$ cat src/rtl/ptvd_pkg.sv
// shared types and constants for the packet table varint decoder
package ptvd_pkg;

  localparam int unsigned ValueW  = 32;
  localparam int unsigned OffsetW = 48;
  localparam int unsigned ByteW   = 8;
  localparam int unsigned CfgIdxW = 2;
  localparam int unsigned OutDataW = OffsetW + 2 * ValueW;

  // continuation flag and payload bits of one table byte
  localparam logic [ByteW-1:0] ContMask    = 8'h80;
  localparam logic [ByteW-1:0] PayloadMask = 8'h7f;

  typedef enum logic [CfgIdxW-1:0] {
    CFG_FIXED_BYTES  = 2'd0,
    CFG_FIXED_FRAMES = 2'd1,
    CFG_PACKET_COUNT = 2'd2
  } cfg_idx_e;

  typedef enum logic {
    KIND_BYTE    = 1'b0,
    KIND_RESTART = 1'b1
  } item_kind_e;

  typedef struct packed {
    logic [ValueW-1:0]  frame_count;
    logic [ValueW-1:0]  data_size;
    logic [OffsetW-1:0] start_offset;
  } desc_t;

endpackage

$ cat src/rtl/packet_table_varint_decoder.sv
// packet table decoder: varint bytes in, packet descriptors out
// Usage:
// - slave stream carries one table byte per request: tdata = byte_value,
//   tuser = kind (0 table byte, 1 restart decoding, clears the decode state)
// - master stream carries one packet descriptor per request:
//   tdata = start_offset, data_size, frame_count (lowest bits first),
//   tlast = final packet of the table (packet number packet_count)
// - configuration port: cfg_we_i writes register cfg_idx_i
//   (0 fixed_packet_bytes, 1 fixed_packet_frames, 2 packet_count);
//   write only while no request is in flight
// - a descriptor is registered and appears in the cycle after the byte that ends it is accepted
// - throughput: one byte per cycle while s_axis_tready is high; the state update
//   and descriptor are formed by one shift-or and one 48-bit add in the accepting cycle
// - the output register is refilled in the same cycle it is drained, so
//   s_axis_tready only drops while a descriptor waits and m_axis_tready is low
// - reset clears the configuration registers, the decode state and the output valid
// - bytes after the last packet, and varint continuation bytes, give
//   no descriptor; in fully fixed mode every byte gives one
module packet_table_varint_decoder (
  input  logic                          clk_i,
  input  logic                          rst_ni,
  input  logic                          cfg_we_i,
  input  logic [ptvd_pkg::CfgIdxW-1:0]  cfg_idx_i,
  input  logic [ptvd_pkg::ValueW-1:0]   cfg_wdata_i,
  input  logic                          s_axis_tvalid,
  output logic                          s_axis_tready,
  input  logic [ptvd_pkg::ByteW-1:0]    s_axis_tdata,   // byte_value
  input  logic                          s_axis_tuser,   // kind
  output logic                          m_axis_tvalid,
  input  logic                          m_axis_tready,
  output logic [ptvd_pkg::OutDataW-1:0] m_axis_tdata,   // start_offset, data_size, frame_count
  output logic                          m_axis_tlast    // last
);

  logic [ptvd_pkg::ValueW-1:0] fixed_bytes_q, fixed_frames_q, packet_count_q;

  logic [ptvd_pkg::ValueW-1:0]  acc_q, acc_d;
  logic                         rd_frames_q, rd_frames_d;
  logic [ptvd_pkg::ValueW-1:0]  pend_size_q, pend_size_d;
  logic [ptvd_pkg::OffsetW-1:0] offset_q, offset_d;
  logic [ptvd_pkg::ValueW-1:0]  done_q, done_d;

  logic                 out_valid_q, out_valid_d;
  ptvd_pkg::desc_t      desc_q, desc_d;
  logic                 last_q, last_d;

  logic                        in_acc;
  logic                        more;
  logic                        emit;
  logic [ptvd_pkg::ValueW-1:0] acc_next;
  logic [ptvd_pkg::ValueW-1:0] emit_size, emit_frames;
  logic [ptvd_pkg::ValueW-1:0] done_inc;
  logic                        bytes_fix, frames_fix;

  assign s_axis_tready = !out_valid_q || m_axis_tready;
  assign in_acc        = s_axis_tvalid && s_axis_tready;
  assign more          = |(s_axis_tdata & ptvd_pkg::ContMask);
  assign acc_next      = {acc_q[ptvd_pkg::ValueW-8:0],
                          s_axis_tdata[ptvd_pkg::ByteW-2:0] &
                          ptvd_pkg::PayloadMask[ptvd_pkg::ByteW-2:0]};
  assign bytes_fix     = fixed_bytes_q != '0;
  assign frames_fix    = fixed_frames_q != '0;
  assign done_inc      = done_q + ptvd_pkg::ValueW'(1);

  always_comb begin
    acc_d       = acc_q;
    rd_frames_d = rd_frames_q;
    pend_size_d = pend_size_q;
    offset_d    = offset_q;
    done_d      = done_q;
    emit        = 1'b0;
    emit_size   = fixed_bytes_q;
    emit_frames = fixed_frames_q;

    if (in_acc) begin
      if (s_axis_tuser == ptvd_pkg::KIND_RESTART) begin
        acc_d       = '0;
        rd_frames_d = 1'b0;
        pend_size_d = '0;
        offset_d    = '0;
        done_d      = '0;
      end else if (done_q < packet_count_q) begin
        if (bytes_fix && frames_fix) begin
          emit = 1'b1;
        end else if (more) begin
          acc_d = acc_next;
        end else if (bytes_fix) begin
          emit        = 1'b1;
          emit_frames = acc_next;
        end else if (frames_fix) begin
          emit      = 1'b1;
          emit_size = acc_next;
        end else if (!rd_frames_q) begin
          pend_size_d = acc_next;
          acc_d       = '0;
          rd_frames_d = 1'b1;
        end else begin
          emit        = 1'b1;
          emit_size   = pend_size_q;
          emit_frames = acc_next;
        end
      end
    end

    if (emit) begin
      acc_d       = '0;
      rd_frames_d = 1'b0;
      pend_size_d = '0;
      offset_d    = offset_q + ptvd_pkg::OffsetW'(emit_size);
      done_d      = done_inc;
    end
  end

  // output register, refilled while being drained
  always_comb begin
    out_valid_d = out_valid_q && !m_axis_tready;
    desc_d      = desc_q;
    last_d      = last_q;
    if (emit) begin
      out_valid_d         = 1'b1;
      desc_d.start_offset = offset_q;
      desc_d.data_size    = emit_size;
      desc_d.frame_count  = emit_frames;
      last_d              = done_inc == packet_count_q;
    end
  end

  always_ff @(posedge clk_i or negedge rst_ni) begin
    if (!rst_ni) begin
      fixed_bytes_q  <= '0;
      fixed_frames_q <= '0;
      packet_count_q <= '0;
    end else if (cfg_we_i) begin
      unique case (cfg_idx_i)
        ptvd_pkg::CFG_FIXED_BYTES:  fixed_bytes_q  <= cfg_wdata_i;
        ptvd_pkg::CFG_FIXED_FRAMES: fixed_frames_q <= cfg_wdata_i;
        ptvd_pkg::CFG_PACKET_COUNT: packet_count_q <= cfg_wdata_i;
        default: ;
      endcase
    end
  end

  always_ff @(posedge clk_i or negedge rst_ni) begin
    if (!rst_ni) begin
      acc_q       <= '0;
      rd_frames_q <= 1'b0;
      pend_size_q <= '0;
      offset_q    <= '0;
      done_q      <= '0;
      out_valid_q <= 1'b0;
    end else begin
      acc_q       <= acc_d;
      rd_frames_q <= rd_frames_d;
      pend_size_q <= pend_size_d;
      offset_q    <= offset_d;
      done_q      <= done_d;
      out_valid_q <= out_valid_d;
    end
  end

  always_ff @(posedge clk_i) begin
    desc_q <= desc_d;
    last_q <= last_d;
  end

  assign m_axis_tvalid = out_valid_q;
  assign m_axis_tdata  = desc_q;
  assign m_axis_tlast  = last_q;

endmodule

$ cat config.mk
export PLATFORM = sky130hd
export DESIGN_NAME = packet_table_varint_decoder
export DESIGN_NICKNAME = d
export VERILOG_FILES = /design/src/rtl/ptvd_pkg.sv /design/src/rtl/packet_table_varint_decoder.sv
export SDC_FILE = /design/constraint.sdc
export NUM_CORES = 1
export LEC_CHECK = 0
export BUFFER_PORTS_ARGS = -buffer_cell sky130_fd_sc_hd__buf_4
export CAP_MARGIN = 0
export CORE_UTILIZATION = 60
export CTS_BUF_LIST = sky130_fd_sc_hd__clkbuf_8
export DETAILED_ROUTE_END_ITERATION = 10
export GPL_TIMING_DRIVEN = 0
export PLACE_DENSITY = 0.91
export SLEW_MARGIN = 40
export SYNTH_ARGS = -nofsm -noshare
export SYNTH_HDL_FRONTEND = slang
export SYNTH_SLANG_ARGS = --single-unit
export TNS_END_PERCENT = 1
$ cat constraint.sdc
create_clock -name clk_i -period 5.8 [get_ports clk_i]
set_clock_uncertainty 0.15 [all_clocks]
set_input_delay 1.16 -clock clk_i [delete_from_list [all_inputs] [get_ports clk_i]]
set_output_delay 1.16 -clock clk_i [all_outputs]
set_load 0.1 [all_outputs]
==> Yosys cells after proc, flatten, opt, wreduce, memory -nomap -nowiden <==
Index checks and enable logic that the tools add are counted.
{ "word_totals": {"register_bits": 348, "output_inout_bits": 115, "wordCells": 103, "in_bits": 48} }
{ "op_classes": {"n_mux": 57, "n_eq_ne": 11, "n_reduce_logical": 19, "magnitude_cmp": 1, "addsub": 2} }
{ "op_table": {"columns": ["op", "count"], "rows": [
  ["$mux W32", 28],
  ["$mux W25", 9],
  ["$mux W48", 3],
  ["$reduce_bool A32 Y1", 2],
  ["$add A48 B32 Y48", 1],
  ["$add A32 B1 Y32 const B", 1],
  ["$eq A32 B32 Y1", 1],
  ["$lt A32 B32 Y1", 1],
  ["$mux W1", 17],
  ["$reduce_and A6 Y1", 2],
  ["$ne A3 B3 Y1 const B", 3],
  ["$ne A4 B4 Y1 const B", 2],
  ["$reduce_and A2 Y1", 4],
  ["$reduce_and A7 Y1", 1],
  ["$ne A4 B3 Y1 const B", 1],
  ["$reduce_bool A2 Y1", 2],
  ["$logic_and A1 B1 Y1", 3],
  ["$ne A3 B1 Y1 const B", 1],
  ["$ne A3 B2 Y1 const B", 1],
  ["$reduce_bool A3 Y1", 1],
  ["$eq A2 B1 Y1 const B", 1],
  ["$eq A2 B2 Y1 const B", 1],
  ["$logic_not A1 Y1", 2],
  ["$logic_not A2 Y1", 1],
  ["$logic_or A1 B1 Y1", 1]
]} }

==> Logic depth before layout (Yosys ltp) <==
{ "depth": {"depth_word": 10, "mapped_depth": 24, "depth_no_buf": 20} }

==> Least setup slack after synthesis <==
OpenSTA, ideal clock, no wires.
{ "synth_path": {"kind": "input to register", "startpoint": "input m_axis_tready", "endpoint": "register offset_q[44] in the netlist's numbering", "arrival_ps": 5801, "stages": 19, "required_ps": 5572, "path_buffers": 3, "path_slack_ps": -229, "setup_time_ps": 78, "path_cell_list": "nand2b_1 nand2_1 a2111o_1 buf_2 or2_2 clkbuf_1 clkbuf_1 o21bai_1 ha_1 inv_1 fa_1 nand3b_1 a21oi_1 o211a_1 o2111a_1 o21ai_1 a211o_1 or4_1 a21oi_1"} }
{ "synth_between": {"elab_chain_len": 5} }
{ "synth_lines": {"columns": ["item", "line_no", "rtl"], "rows": [
  ["start: declaration", "packet_table_varint_decoder.sv:30", "input logic m_axis_tready,"],
  ["$logic_or A1 B1 Y1", "packet_table_varint_decoder.sv:55", "assign s_axis_tready = !out_valid_q || m_axis_tready;"],
  ["$logic_and A1 B1 Y1", "packet_table_varint_decoder.sv:56", "assign in_acc = s_axis_tvalid && s_axis_tready;"],
  ["$mux W32", "packet_table_varint_decoder.sv:75", "if (in_acc) begin"],
  ["net emit_size (one bit)", "packet_table_varint_decoder.sv:51", "logic [ptvd_pkg::ValueW-1:0] emit_size, emit_frames;"],
  ["$add A48 B32 Y48", "packet_table_varint_decoder.sv:109", "offset_d = offset_q + ptvd_pkg::OffsetW'(emit_size);"],
  ["$mux W48", "packet_table_varint_decoder.sv:105", "if (emit) begin"],
  ["end signal: assignment", "packet_table_varint_decoder.sv:155", "offset_q <= offset_d;"],
  ["end: declaration", "packet_table_varint_decoder.sv:40", "logic [ptvd_pkg::OffsetW-1:0] offset_q, offset_d;"]
]} }
The timed path passes the listed nets, and every way through them passes these cells.
A chain may end at the register's enable or synchronous reset.

==> Worst setup path in the final report <==
{ "layout_path": {"startpoint": "register packet_count_q[9] in the netlist's numbering", "endpoint": "register offset_q[44] in the netlist's numbering"} }
{ "layout_between": {"elab_chain_len": 6} }
{ "layout_lines": {"columns": ["item", "line_no", "rtl"], "rows": [
  ["start: declaration", "packet_table_varint_decoder.sv:35", "logic [ptvd_pkg::ValueW-1:0] fixed_bytes_q, fixed_frames_q, packet_count_q;"],
  ["start signal: assignment", "packet_table_varint_decoder.sv:137", "ptvd_pkg::CFG_PACKET_COUNT: packet_count_q <= cfg_wdata_i;"],
  ["$lt A32 B32 Y1", "packet_table_varint_decoder.sv:82", "end else if (done_q < packet_count_q) begin"],
  ["$mux W32", "packet_table_varint_decoder.sv:82", null],
  ["$mux W32", "packet_table_varint_decoder.sv:76", "if (s_axis_tuser == ptvd_pkg::KIND_RESTART) begin"],
  ["$mux W32", "packet_table_varint_decoder.sv:75", null],
  ["net emit_size (one bit)", "packet_table_varint_decoder.sv:51", null],
  ["$add A48 B32 Y48", "packet_table_varint_decoder.sv:109", null],
  ["$mux W48", "packet_table_varint_decoder.sv:105", null]
]} }
The timed path passes the listed nets, and every way through them passes these cells.

==> impl_metrics.json <==
{
  "status": "completed",
  "detail-route-antenna-nets": 0,
  "hold_ws_ns": 0.2783,
  "htreeDepth": 2,
  "clk_latency_ns": 0.61,
  "layout_setup_ws_ns": 0.1593,
  "seq_area_frac_synth_pct": 53.07,
  "end_kind": "flop",
  "diodes": 0,
  "crit_end": "offset_q[44]$_DFFE_PN0P_",
  "numPortBuffers": 161,
  "via_per_inst": 6.479,
  "p_clk_share_pct": 27.6,
  "synth-async-reset-ratio_pct": 67.53,
  "dpl-instance-area_um2": 19300,
  "grt_max_degree": 72,
  "rows": 62,
  "globalplace.congestion": 0.9714,
  "synthSimpleGateAreaFrac_pct": 10.57,
  "antenna_found_initial": 1,
  "drt_wl_total_um": 49730,
  "critPathRequiredTime_ns": 6.18,
  "hpwl_um": 35820,
  "fp.dieArea_um2": 29810,
  "fin_crit_sh_pct": 97.25,
  "final_util_pct": 72.06,
  "r2r_cells": 23,
  "wl_per_cell_um": 23.00,
  "cts_buffers": 53,
  "ys_warn_count": 0,
  "place_ws_ns": -0.8085,
  "swShare_pct": 36.78,
  "drv_cap": 0,
  "synth_top_flop_cell": "dfrtp_1",
  "hold_class": "primary input to asynchronous set/reset pin",
  "final_cell_area_um2": 20680,
  "synth_edf_count": 113,
  "drc": 0,
  "mostFrequentLayoutCell": "dfrtp_1",
  "switchingPower_w": 0.002852,
  "reg2reg_to": "offset_q[44]$_DFFE_PN0P_",
  "drt-initial-drc-count": 1574,
  "ir_drop_mv": 0.2091,
  "grt_use_total_pct": 33.24,
  "nNetsFinal": 1854,
  "powerDensity_nw_per_um2": 374.9,
  "die_w_um": 172.7,
  "n_fill_cell": 1949,
  "synth.distinct_cells": 81,
  "area_delta_synth_final_pct": 18.36,
  "ios": 163,
  "leakage_nw": 9.059,
  "ys_seq_elements": 348,
  "syn_nets": 1629,
  "setup_viol": 0,
  "initial_core_util_pct": 60.88,
  "cts_hold_buf": 0,
  "layout-drive-gt1-share_pct": 25.42,
  "pwr-share-comb_pct": 31.5,
  "path_clk_slew_ns": 0.07,
  "pwr-share-seq_pct": 41.0,
  "max_slew.worst_pin.slew_ns": 0.8982,
  "drt-pass1-iter-count": 6,
  "die_y_um": 172.7,
  "synth-xor-area-share_pct": 3.408,
  "grt_pass1_wl_um": 77090,
  "clock_sinks": 348,
  "syn_area_um2": 17470,
  "path_max_fanout": 10,
  "p_int_w": 0.004902,
  "vias": 14010,
  "cts_root_buffer": "clkbuf_8",
  "netlist_instances": 1509,
  "cp_data_arrival_time_ns": 6.02,
  "rrSetupSlack_ns": 0.16,
  "slew_violations": 0,
  "core_area_um2": 28700,
  "rr_startpoint": "packet_count_q[9]$_DFFE_PN0P_",
  "fin_crit_ns": 5.641,
  "fmax_mhz": 177.3,
  "grt_pass1_vias": 13780,
  "synth_mux_area_share_pct": 6.652,
  "timing.final.hold_violations": 0,
  "grt_overflow": 0,
  "critPathLaunchType": "flop",
  "synth.avg_cell_area_um2": 11.58,
  "relSlewSlack_pct": 40.12,
  "fin_setup_tns_ns": 0,
  "worstSetupPathType": "flop to flop",
  "synth_compound_area_share_pct": 17.70,
  "crit_start": "packet_count_q[9]$_DFFE_PN0P_",
  "synth_top_family_by_area": "compound AO/OA/AOI/OAI gates",
  "cts_tree": "built",
  "final_cell_mix": "dfrtp_1 (230), buf_4 (174), edfxtp_1 (113), nand2_1 (99), mux2_2 (97)",
  "cts.path.max_buffers": 3,
  "synthAdderAreaFrac_pct": 5.198
}
[cells by family after synthesis]
group	after synthesis
buffers and inverters	136
muxes	104
DFF	348
adders and majority gates	72
xor gates and xnor gates	68
AOI/OAI and AO/OA	446
and+or+nand+nor	335
[how the worst min path moves through the flow]
stage | endpoint | slack [ns] | depth (start not counted)
finish | offset_q[45]$_DFFE_PN0P_ | 0.28 | 1
global route | offset_q[31]$_DFFE_PN0P_ | 0.28 | 1
CTS | offset_q[45]$_DFFE_PN0P_ | 0.27 | 1
detailed placement | m_axis_tdata[47]$_DFFE_PP_ | 0.32 | 0
global placement | m_axis_tdata[47]$_DFFE_PP_ | 0.30 | 0
floorplan | m_axis_tdata[47]$_DFFE_PP_ | 0.29 | 0
[worst max-delay path, cell delays in order (launching register included)]
cell and delay, ns:
dfrtp_1 0.44, inv_1 0.07, ha_1 0.32, nand3_1 0.10, a21boi_1 0.09, a2111oi_4 0.32
o211ai_1 0.16, buf_4 0.19, a2111o_1 0.39, buf_6 0.15, or2_2 0.32, clkbuf_8 0.19
o21bai_4 0.17, ha_2 0.20, inv_1 0.05, fa_2 0.35, nand3b_1 0.21, a21oi_2 0.16
o211a_1 0.22, o2111a_2 0.27, o21ai_4 0.10, a211o_1 0.34, or4_4 0.44, a21oi_2 0.15
[power by group through the flow]
stage               clock, W  combinational, W  sequential (W)
floorplan                  0           0.00132         0.00359
global placement           0           0.00227         0.00318
detailed placement         0           0.00233         0.00321
CTS                  0.00215           0.00238         0.00317
global route         0.00225           0.00263         0.00320
finish               0.00214           0.00244         0.00318
[Yosys cell counts (26+ instances only)]
| master | number | area share, % |
|---|---|---|
| a22oi_1 | 29 | 1.2 |
| clkbuf_1 | 47 | 1.0 |
| mux2_2 | 97 | 6.3 |
| nand2_1 | 100 | 2.1 |
| edfxtp_1 | 113 | 19 |
| a21o_1 | 56 | 2.4 |
| a21oi_1 | 65 | 1.9 |
| o21ai_0 | 90 | 2.6 |
| a22o_1 | 63 | 3.2 |
| ha_1 | 71 | 5.1 |
| xnor2_1 | 47 | 2.4 |
| nor3_1 | 29 | 0.83 |
| nor2_1 | 31 | 0.67 |
| nand3_1 | 26 | 0.74 |
| dfrtp_1 | 235 | 34 |
| nand4_1 | 31 | 1.1 |
| inv_1 | 56 | 1.2 |
| o21bai_1 | 37 | 1.6 |
[routing by layer]
metal  part of all wire [%]  track usage [%]  wire (um)  up-vias
met4                    4.7            15.71       2354        0
met5                      0                0          0        -
li1                       -                -          -     6153
met3                    9.3            6.245       4642      196
met2                     48            54.47      23860      840
met1                     38            42.98      18880     6819
[layout make-up]
class | instances | area, um2 | area share, %
clock buffer | 61 | 839.6 | 4.059
sequential | 348 | 9280 | 44.87
tap | 384 | 480.5 | 2.323
clock inverter | 38 | 281.5 | 1.361
timing repair buffer | 175 | 1401 | 6.776
inverter | 57 | 214.0 | 1.034
buffer | 74 | 395.4 | 1.912
multi-input combinational | 1025 | 7790 | 37.66
[what timing repair did]
action / in CTS / in global routing
gates resized for setup: 31 / 28
setup endpoints to repair: 32 / 31
cloned: 0 / 0
setup buffers: 4 / 6
pin swaps: 6 / 11
[flip-flops by register name, summed over array words and instances, names as in the netlist]
register / count
acc_q: 25
done_q: 32
fixed_bytes_q: 32
fixed_frames_q: 32
m_axis_tdata: 112
m_axis_tlast: 1
m_axis_tvalid: 1
offset_q: 48
packet_count_q: 32
pend_size_q: 32
rd_frames_q: 1
[stage by stage]
step / cells / power, W
after detailed placement: 2058 / 0.005542
after global routing: 2162 / 0.008079
after CTS: 2160 / 0.007698
after global placement: 2054 / 0.005453
after floorplan: 1509 / 0.004903
final: 2162 / 0.007754
(Power assumes the default switching activity.)
